<file path="config.mk">
export PLATFORM = sky130hd
export DESIGN_NAME = bosu_ctrl
export DESIGN_NICKNAME = d
export VERILOG_FILES = /design/src/design/bosu_pkg.sv /design/src/design/bosu_ctrl.sv
export SDC_FILE = /design/constraint.sdc
export NUM_CORES = 1
export LEC_CHECK = 0
export CORE_UTILIZATION = 33
export DETAILED_ROUTE_END_ITERATION = 10
export DONT_BUFFER_PORTS = 1
export PLACE_DENSITY = 0.43
export REMOVE_ABC_BUFFERS = 1
export SLEW_MARGIN = 20
export SYNTH_ARGS = -nofsm -noshare
export SYNTH_HDL_FRONTEND = slang
export SYNTH_SLANG_ARGS = --single-unit
</file>
<file path="constraint.sdc">
create_clock -name clk -period 2.6 [get_ports clk]
set_input_delay 0.26 -clock clk [delete_from_list [all_inputs] [get_ports clk]]
set_output_delay 0.26 -clock clk [all_outputs]
set_load 0.01 [all_outputs]
</file>
<file path="src/design/bosu_pkg.sv">
// Shared types and constants for the box overlap suppression unit.
// No dependencies.
`timescale 1ns / 1ps

package bosu_pkg;

	localparam logic [15:0] THR_RESET = 16'd29491;
	localparam logic REG_IOU_THRESHOLD = 1'b0;
	localparam int PIPE_DEPTH = 5;
	localparam int DRAIN_W = 3;

	typedef enum logic [1:0] {
		ST_IDLE,
		ST_SCAN,
		ST_DRAIN,
		ST_COMMIT
	} bosu_state_t;

	typedef struct packed {
		logic [31:0] area;
		logic [15:0] height;
		logic [15:0] width;
		logic [15:0] top;
		logic [15:0] left;
	} bosu_entry_t;

	typedef struct packed {
		logic load;
		logic rd_en;
		logic commit;
	} bosu_cmd_t;

	typedef struct packed {
		logic out_busy;
	} bosu_status_t;

endpackage

</file>
<file path="src/design/bosu_ctrl.sv">
// Controller for the box overlap suppression unit: accept, scan, drain, commit.
// Depends on bosu_pkg.
`timescale 1ns / 1ps

module bosu_ctrl import bosu_pkg::*; #(
	parameter int CW = 7,
	parameter int AW = 6
) (
	input  logic          clk,
	input  logic          arst_n,
	input  logic          in_valid,
	output logic          in_ready,
	input  bosu_status_t  status,
	input  logic [CW-1:0] scan_len,
	output bosu_cmd_t     cmd,
	output logic [AW-1:0] rd_addr
);

	bosu_state_t state_q, state_d;
	logic [CW-1:0] idx_q, idx_d;
	logic [DRAIN_W-1:0] drain_q, drain_d;

	always_ff @(posedge clk or negedge arst_n) begin
		if (!arst_n) begin
			state_q <= ST_IDLE;
			idx_q <= '0;
			drain_q <= '0;
		end else begin
			state_q <= state_d;
			idx_q <= idx_d;
			drain_q <= drain_d;
		end
	end

	assign rd_addr = idx_q[AW-1:0];

	always_comb begin
		state_d = state_q;
		idx_d = idx_q;
		drain_d = drain_q;
		cmd = '0;
		in_ready = 1'b0;
		unique case (state_q)
			ST_IDLE: begin
				in_ready = 1'b1;
				if (in_valid) begin
					cmd.load = 1'b1;
					idx_d = '0;
					state_d = ST_SCAN;
				end
			end
			ST_SCAN: begin
				if (scan_len == '0) begin
					state_d = ST_COMMIT;
				end else begin
					cmd.rd_en = 1'b1;
					if (idx_q == scan_len - CW'(1)) begin
						idx_d = '0;
						drain_d = '0;
						state_d = ST_DRAIN;
					end else begin
						idx_d = idx_q + CW'(1);
					end
				end
			end
			ST_DRAIN: begin
				if (drain_q == DRAIN_W'(PIPE_DEPTH - 1)) begin
					drain_d = '0;
					state_d = ST_COMMIT;
				end else begin
					drain_d = drain_q + DRAIN_W'(1);
				end
			end
			ST_COMMIT: begin
				if (!status.out_busy) begin
					cmd.commit = 1'b1;
					state_d = ST_IDLE;
				end
			end
			default: state_d = ST_IDLE;
		endcase
	end

endmodule

</file>
==> results_dict.tcl, run 1 <==
set metrics [dict create \
    ant_nets 0 \
    n_antenna_cell 0 \
    final_cell_mix "nand2_1 (14), nor2_1 (13), dfrtp_1 (12)" \
    post-synth-top-area-cell "dfrtp_1" \
    cts_resized 0 \
    grt_pass1_wl_um 4090 \
    ioPinCount 21 \
    yosysSeqAreaShare_pct 26.2 \
    p_int_w 0.000549 \
    path_class "reg2reg" \
    switching_share_pct 46.3 \
    antenna_found_initial 0 \
    critical_path_required_ps 2770 \
    period_share_pct 83.1 \
    endpoint "state_q[1]" \
    wl_um 2550 \
    syn_area_per_cell_sq_um 8.74 \
    power.density_nw_per_um2 853 \
    ys.flop_type "dfrtp_1" \
    rsz0062_at_grt "no" \
    rows 21 \
    ys_top_cells_by_area "dfrtp_1 (26%), ha_1 (9.8%), buf_4 (4.6%)" \
    numPlacedInstances 170 \
    layout.nets 150 \
    cts_buffers 3 \
    power.leakage_nw 0.531 \
    start_util_pct 34.3 \
    root_buffer "clkbuf_4" \
    crit_fanout 7 \
    die_w_um 60.9 \
    clk_latency_ps 280 \
    dp_slack_ps 443 \
    areaGrowthSynthToFinish_pct 4.81 \
    ir_drop_v 0.000290 \
    r2r_cells 6 \
    pwr-share-seq_pct 30.1 \
    die_h_um 60.9 \
    max_freq_ghz 0.463 \
    reg2reg_slack_ps 440 \
    p_sw_w 0.000474 \
    status "finished clean" \
    min_period_ps 2160 \
    synth.distinct_cells 43 \
    maxCapViolCount 0 \
    track_usage_pct 15.5 \
    setup.worst_path.end_class "register" \
    clkPwrFrac_pct 15.5 \
    slew_headroom_pct 59.4 \
    synth_top_cell_area_share_pct 26.2 \
    finalSetupViolations 0 \
    finalSetupTns_ps 0 \
    io_buffers 0 \
    dp.final_hpwl_um 1980 \
    drt_pass1_iterations 4 \
    finalHoldViolCount 0 \
    first_global_vias 857 \
    num_vias 898 \
    cp.arrival_ps 2330 \
    synth_edf_count 0 \
    skew_ps 2.25 \
    viasPerCell 5.13 \
    r2r-end "state_q[1]" \
    grt_max_degree 13 \
    cts_tree "yes" \
    syn-cell-area_sq_um 1140 \
    place_congestion 0.757 \
    start_kind "register" \
    yosysWarnings 0 \
    final-instance-count-excl-fill 175 \
    die_area_sq_um 3710 \
    clkSinkCount 12 \
    core_area_sq_um 3340 \
    first_iter_violations 52 \
    layout_commonest_cell "nand2_1" \
    async_flop_share_pct 100 \
    finalMaxSlewViolations 0 \
    tightest_slew_ps 608 \
    comb_power_share_pct 54.4 \
    synthCells 131 \
    drive_above_1_share_pct 14.0 \
    drc 0 \
    gr-total-overflow 0 \
    wl_per_cell_um 14.5 \
    worstHoldPathType "in2reg" \
    setup_ws_ps 439 \
    clock_path_buffers 2 \
    timing.rr.start "idx_q[3]" \
    critical_path.startpoint "idx_q[3]" \
    clkTransAtPathRegs_ps 90 \
    h-tree-depth 1 \
    synth_seq_cells 12 \
    totalPowerFinal_w 0.00102 \
]
==> worst min path at each step <==
stage	cells past startpoint	slack, ps	end	from
after detailed placement	0	-40	state_q[0]	arst_n
after floorplan	0	-40	drain_q[0]	arst_n
after global placement	0	-40	state_q[1]	arst_n
final	3	340	drain_q[1]	scan_len[6]
after CTS	3	340	drain_q[1]	scan_len[6]
after global routing	3	360	drain_q[1]	scan_len[6]
==> power groups by stage <==
stage / logic (W) / registers (W) / clock network [W]
after global placement: 0.000558 / 0.000310 / 0
after CTS: 0.000564 / 0.000308 / 0.000165
final: 0.000557 / 0.000308 / 0.000159
after global routing: 0.000631 / 0.000315 / 0.000175
after floorplan: 0.000443 / 0.000293 / 0
after detailed placement: 0.000556 / 0.000312 / 0
==> sequential cells by signal, indices dropped and copies added, names as in the netlist <==
name and flops:
state_q 2, drain_q 3, idx_q 7
==> synthesized netlist by cell type, types with 3 or more instances <==
master,n
nor2b_1,3
nor3_1,6
ha_1,9
a21oi_1,7
o21ai_0,4
xor2_1,6
buf_4,7
nand2_1,14
dfrtp_1,12
nor2_1,13
inv_1,10
==> final cells by class <==
type | instances | area [sq um]
inverters | 10 | 37.5
repair buffers | 2 | 17.5
flip-flops and latches | 12 | 300
multi-input cells | 101 | 751
well taps | 46 | 57.6
clock buffers | 4 | 36.3
fillers | 361 | 2140
==> worst max-delay path, cell delays in order (launching register included) <==
cell and delay, ps:
dfrtp_1 490, xor2_1 210, xnor2_1 250, o2111ai_4 190, or3_4 440, a21oi_2 150
mux2_1 320
==> timing repair <==
item                                   4_1_cts  5_1_grt
hold buffers                                 1        0
setup buffers                                0        0
endpoints found under the hold margin       12        0
==> logic make-up after synthesis <==
| kind of cell | synth area share (%) |
|---|---|
| flops | 26.2 |
| xor+xnor | 6.78 |
| compound gates | 19.9 |
| buf+inv | 8.20 |
| simple gates | 24.4 |
| mux | 4.70 |
| fa+ha+maj | 9.84 |
==> metrics by stage <==
stage          utilization (%)  hold slack (ps)  area (sq um)
2_1_floorplan                -            -35.6          1090
3_3_place_gp              34.6            -35.2          1150
3_5_place_dp              34.6            -35.1          1150
4_1_cts                   36.0              344          1200
5_1_grt                   36.0              361          1200
6_report                  36.0              339          1200
==> routing by layer <==
metal | GRT usage (%) | vias to the layer above | part of all wire (%) | wire (um)
met1 | 17.1 | 421 | 41 | 1050
met4 | 2.92 | 0 | 0.75 | 19
li1 | - | 451 | - | -
met5 | 0 | - | 0 | 0
met2 | 28.9 | 24 | 53 | 1360
met3 | 5.12 | 2 | 4.9 | 125
Power figures use the tool's default switching activity.
==> run 2: changes to the inputs <==
clock period = 2.15 ns   (was 2.6 ns; I/O delays follow)
==> run 2 against run 1 <==
  * Via count up 4.2%
  * Non-clock buffer count up 9
  * First-iteration DRC count down 40%
  * Critical endpoint unchanged
==> results_dict.tcl, run 2 (synthesis gave the netlist of run 1 again) <==
set metrics [dict create \
    r2r-end "state_q[1]" \
    largest_register "idx_q" \
    die_area_sq_um 3710 \
    reg_top3 "idx_q x7, drain_q x3, state_q x2" \
    tightest_slew_ps 621 \
    rows 21 \
    drc 0 \
    min_period_ps 2040 \
    num_vias 936 \
    n_antenna_cell 0 \
    finalSetupTns_ps 0 \
    cpPeakStageDelay_ps 440 \
    maxCapViolCount 0 \
    clk_latency_ps 280 \
    min_to "drain_q[1]" \
    dp_slack_ps 107 \
    switching_share_pct 44.9 \
    path_cells "xor2_1 -> xnor2_1 -> o2111ai_4 -> or3_4 -> a21oi_2 -> mux2_1" \
    skew_ps 1.57 \
    layout_commonest_cell "nand2_1" \
    layout.nets 159 \
    cp_slowest_cell "or3_4" \
    final-instance-count-excl-fill 184 \
    drt_pass1_iterations 4 \
    clkTransAtPathRegs_ps 90 \
    cts_buffers 3 \
    areaGrowthSynthToFinish_pct 10.8 \
    critPathTopFamily "simple AND/OR/NAND/NOR gates" \
    rsz0062_at_grt "no" \
    max_freq_ghz 0.490 \
    start_kind "register" \
    cp.arrival_ps 2210 \
    path_class "reg2reg" \
    clkPwrFrac_pct 15.0 \
    reg2reg_slack_ps 110 \
    hold_path_depth 3 \
    totalPowerFinal_w 0.00129 \
    p_sw_w 0.000577 \
    grt_pass1_wl_um 4390 \
    cts_tree "yes" \
    first_global_vias 958 \
    antenna_found_initial 0 \
    finalMaxSlewViolations 0 \
    multi_input_area_sq_um 752 \
    ir_drop_v 0.000386 \
    viasPerCell 5.09 \
    hold-worst-slack_ps 300 \
    crit_fanout 5 \
    power.density_nw_per_um2 1010 \
    critical_path_required_ps 2320 \
    final_cell_mix "nand2_1 (14), nor2_1 (13), dfrtp_1 (12)" \
    worstHoldPathType "in2reg" \
    place_congestion 0.778 \
    slew_headroom_pct 58.4 \
    p_int_w 0.000708 \
    start_util_pct 34.3 \
    r2r_cells 6 \
    largest_reg_flops 7 \
    pwr-share-seq_pct 26.9 \
    clock_path_buffers 2 \
    finalHoldViolCount 0 \
    finalSetupViolations 0 \
    setup_ws_ps 110 \
    drive_above_1_share_pct 20.3 \
    ant_nets 0 \
    dp.final_hpwl_um 2090 \
    die_h_um 60.9 \
    status "finished clean" \
    timing.rr.start "idx_q[3]" \
    h-tree-depth 1 \
    grt_max_degree 13 \
    wl_um 2600 \
    first_iter_violations 31 \
    track_usage_pct 16.5 \
    fill_cells 366 \
    root_buffer "clkbuf_4" \
    setup.worst_path.end_class "register" \
    critPathBufInv 0 \
    worstHoldStart "scan_len[6]" \
    core_area_sq_um 3340 \
    period_share_pct 94.9 \
    comb_power_share_pct 58.1 \
    io_buffers 0 \
    gr-total-overflow 0 \
    wl_per_cell_um 14.1 \
    numPlacedInstances 179 \
    clkSinkCount 12 \
    die_w_um 60.9 \
    ioPinCount 21 \
    regArea_sq_um 300 \
    power.leakage_nw 0.578 \
]
[run 2: changes by cell type in the layout (fill, tap and decap cells not counted), sizes merged]
| cell | previous run | this run |
|---|---|---|
| buf | 1 | 10 |
[run 2: timing repair]
item	in CTS	in global routing
endpoints found under the hold margin	12	0
buffers inserted	0	0
hold buffers	1	0
gates resized for setup	0	1
endpoints found under the setup margin	0	1
[run 2: how the worst max path moves through the flow]
stage / start / endpoint / slack [ps] / cells after the start
floorplan: idx_q[3] / state_q[1] / 80 / 6
global placement: scan_len[0] / state_q[1] / 140 / 7
detailed placement: idx_q[3] / state_q[1] / 110 / 6
CTS: idx_q[3] / state_q[1] / 90 / 6
global route: idx_q[3] / state_q[1] / 5 / 6
finish: idx_q[3] / state_q[1] / 110 / 6
[run 2: cell type report]
type,count,area share (%)
clock buffer,4,2.86
sequential,12,23.7
timing repair buffer,11,6.71
tap,46,4.54
inverter,10,2.96
multi-input combinational,101,59.3
[run 2: per-stage QoR]
stage,cell area (sq um),utilization (%)
finish,1270,38.0
global route,1270,38.0
CTS,1270,38.0
detailed placement,1220,36.6
global placement,1220,36.6
floorplan,1090,-
[run 2: power groups by stage]
stage	clock network [W]	logic, W	registers [W]
2_1_floorplan	0	0.000536	0.000355
3_3_place_gp	0	0.000740	0.000350
3_5_place_dp	0	0.000748	0.000350
4_1_cts	0.000203	0.000757	0.000345
5_1_grt	0.000212	0.000859	0.000353
6_report	0.000193	0.000747	0.000345
[run 2: per-layer routing]
layer | vias to the layer above | GRT usage, % | routed length (um)
li1 | 473 | - | -
met5 | - | 0 | 0
met2 | 17 | 31.6 | 1370
met4 | 0 | 6.82 | 24
met3 | 2 | 2.99 | 94
met1 | 444 | 17.6 | 1110
[run 2: worst min-delay path, cell delays in order]
cell	delay, ps
nand3b_1	130
a41oi_1	120
o21ai_0	70
==> run 3: changes to the inputs <==
==> constraint.sdc (replaced) <==
create_clock -name clk -period 2.15 [get_ports clk]
set_input_delay 0.3225 -clock clk [delete_from_list [all_inputs] [get_ports clk]]
set_output_delay 0.3225 -clock clk [all_outputs]
set_load 0.01 [all_outputs]
==> run 3 against run 2 <==
  * Clock skew is 6.6 ps higher
  * Critical path depth stayed put
  * Core utilization stayed put
  * Clock power hardly changed
  * Hold slack better by 120 ps
  * Fmax is 0.86% lower
  * Sequential share of layout area stayed put
  * Via count is 2.2% lower
  * Combinational power hardly changed
  * Highest routed layer unchanged
==> results_dict.tcl, run 3 (synthesis gave the netlist of run 1 again) <==
set metrics [dict create \
    wl_per_cell_um 13.8 \
    reg_top3 "idx_q x7, drain_q x3, state_q x2" \
    n_antenna_cell 0 \
    tightest_slew_ps 635 \
    setup.worst_path.end_class "register" \
    first_iter_violations 23 \
    hold_path_depth 3 \
    cpPeakStageDelay_ps 440 \
    antenna_found_initial 0 \
    start_kind "register" \
    dp_slack_ps -0.944 \
    die_h_um 60.9 \
    p_sw_w 0.000579 \
    period_share_pct 95.7 \
    highest_layer "met4" \
    final_core_util_pct 38.0 \
    io_buffers 0 \
    clkPwrFrac_pct 14.9 \
    status "finished clean" \
    pwr-share-seq_pct 26.8 \
    root_buffer "clkbuf_4" \
    layout.nets 159 \
    dp.final_hpwl_um 2050 \
    cts_tree "yes" \
    power.density_nw_per_um2 1010 \
    core_area_sq_um 3340 \
    largest_reg_flops 7 \
    reg2reg_slack_ps 90 \
    min_period_ps 2060 \
    met1_length_um 1120 \
    maxCapViolCount 0 \
    switching_share_pct 45.1 \
    drt_pass1_iterations 4 \
    path_class "reg2reg" \
    cts_setup_buffers 0 \
    totalPowerFinal_w 0.00129 \
    clkSinkCount 12 \
    comb_power_share_pct 58.3 \
    p_int_w 0.000706 \
    finalHoldViolCount 0 \
    route.met3.wl_um 107 \
    cp.arrival_ps 2230 \
    critical_path_required_ps 2320 \
    place_congestion 0.767 \
    die_area_sq_um 3710 \
    skew_ps 8.13 \
    worstHoldStart "scan_len[6]" \
    slew_headroom_pct 57.5 \
    cts_buffers 3 \
    rsz0062_at_grt "no" \
    ioPinCount 21 \
    wl_um 2540 \
    areaGrowthSynthToFinish_pct 10.8 \
    die_w_um 60.9 \
    power.leakage_nw 0.578 \
    clk_latency_ps 280 \
    critical_path.startpoint "idx_q[3]" \
    finalMaxSlewViolations 0 \
    r2r-end "state_q[1]" \
    setup_ws_ps 92.5 \
    clock_path_buffers 2 \
    grt_pass1_wl_um 4210 \
    first_global_vias 919 \
    ant_nets 0 \
    viasPerCell 4.97 \
    track_usage_pct 15.7 \
    layout_commonest_cell "nand2_1" \
    cp_slowest_cell "or3_4" \
    h-tree-depth 1 \
    max_freq_ghz 0.486 \
    ir_drop_v 0.000326 \
    r2r_cells 6 \
    min_to "drain_q[1]" \
    drc 0 \
    timing.rr.start "idx_q[3]" \
    finalSetupViolations 0 \
    routed-wl-met2_um 1290 \
    rows 21 \
    num_vias 915 \
    worstHoldPathType "in2reg" \
    gr-total-overflow 0 \
    largest_register "idx_q" \
    crit_fanout 5 \
    grt_max_degree 13 \
    clkTransAtPathRegs_ps 90 \
    drive_above_1_share_pct 20.3 \
    final_cell_mix "nand2_1 (14), nor2_1 (13), dfrtp_1 (12)" \
    start_util_pct 34.3 \
    path_cells "xor2_1 -> xnor2_1 -> o2111ai_4 -> or3_4 -> a21oi_2 -> mux2_1" \
]
==> run 3: what timing repair did <==
action                                 CTS  global route
setup endpoints to repair                0             1
endpoints found under the hold margin   12             0
resized for setup                        0             1
hold buffers                             1             0
==> run 3: how the worst max path moves through the flow <==
stage | end | cells after the start
after floorplan | state_q[1] | 6
final | state_q[1] | 6
after detailed placement | state_q[1] | 7
after global placement | state_q[1] | 7
after CTS | state_q[1] | 6
after global routing | state_q[1] | 6
==> run 3: routing by layer <==
layer  GRT usage [%]  up-vias
met5               0        -
met4            5.84        0
met3            2.77        2
met2            29.7       14
met1            17.4      429
li1                -      470
==> run 3: layout make-up <==
cell class                 instances  area [sq um]
timing repair buffer              11          85.1
fill                             368          2070
multi-input combinational        101           752
tap                               46          57.6
inverter                          10          37.5
sequential                        12           300
clock buffer                       4          36.3
==> run 3: power by group through the flow <==
stage / Clock (W) / Sequential, W / Combinational (W)
after floorplan: 0 / 0.000355 / 0.000536
after global placement: 0 / 0.000350 / 0.000743
after detailed placement: 0 / 0.000351 / 0.000750
after CTS: 0.000202 / 0.000346 / 0.000760
after global routing: 0.000207 / 0.000354 / 0.000850
final: 0.000191 / 0.000345 / 0.000749
==> run 3: worst max-delay path: cells and delay by family, from the launching register on <==
family	cells	cell delay (ps)
simple gates	1	440
xor+xnor	2	430
flops	1	410
compound gates	2	350
mux	1	320
==> run 3: metrics by stage <==
| step | area (sq um) | TNS [ps] | hold slack (ps) | instances |
|---|---|---|---|---|
| after detailed placement | 1220 | -0.944 | 27.3 | 179 |
| after global routing | 1270 | 0 | 462 | 184 |
| after global placement | 1220 | 0 | 27.3 | 179 |
| after CTS | 1270 | 0 | 414 | 184 |
| after floorplan | 1090 | 0 | 26.9 | 123 |
| final | 1270 | 0 | 425 | 184 |
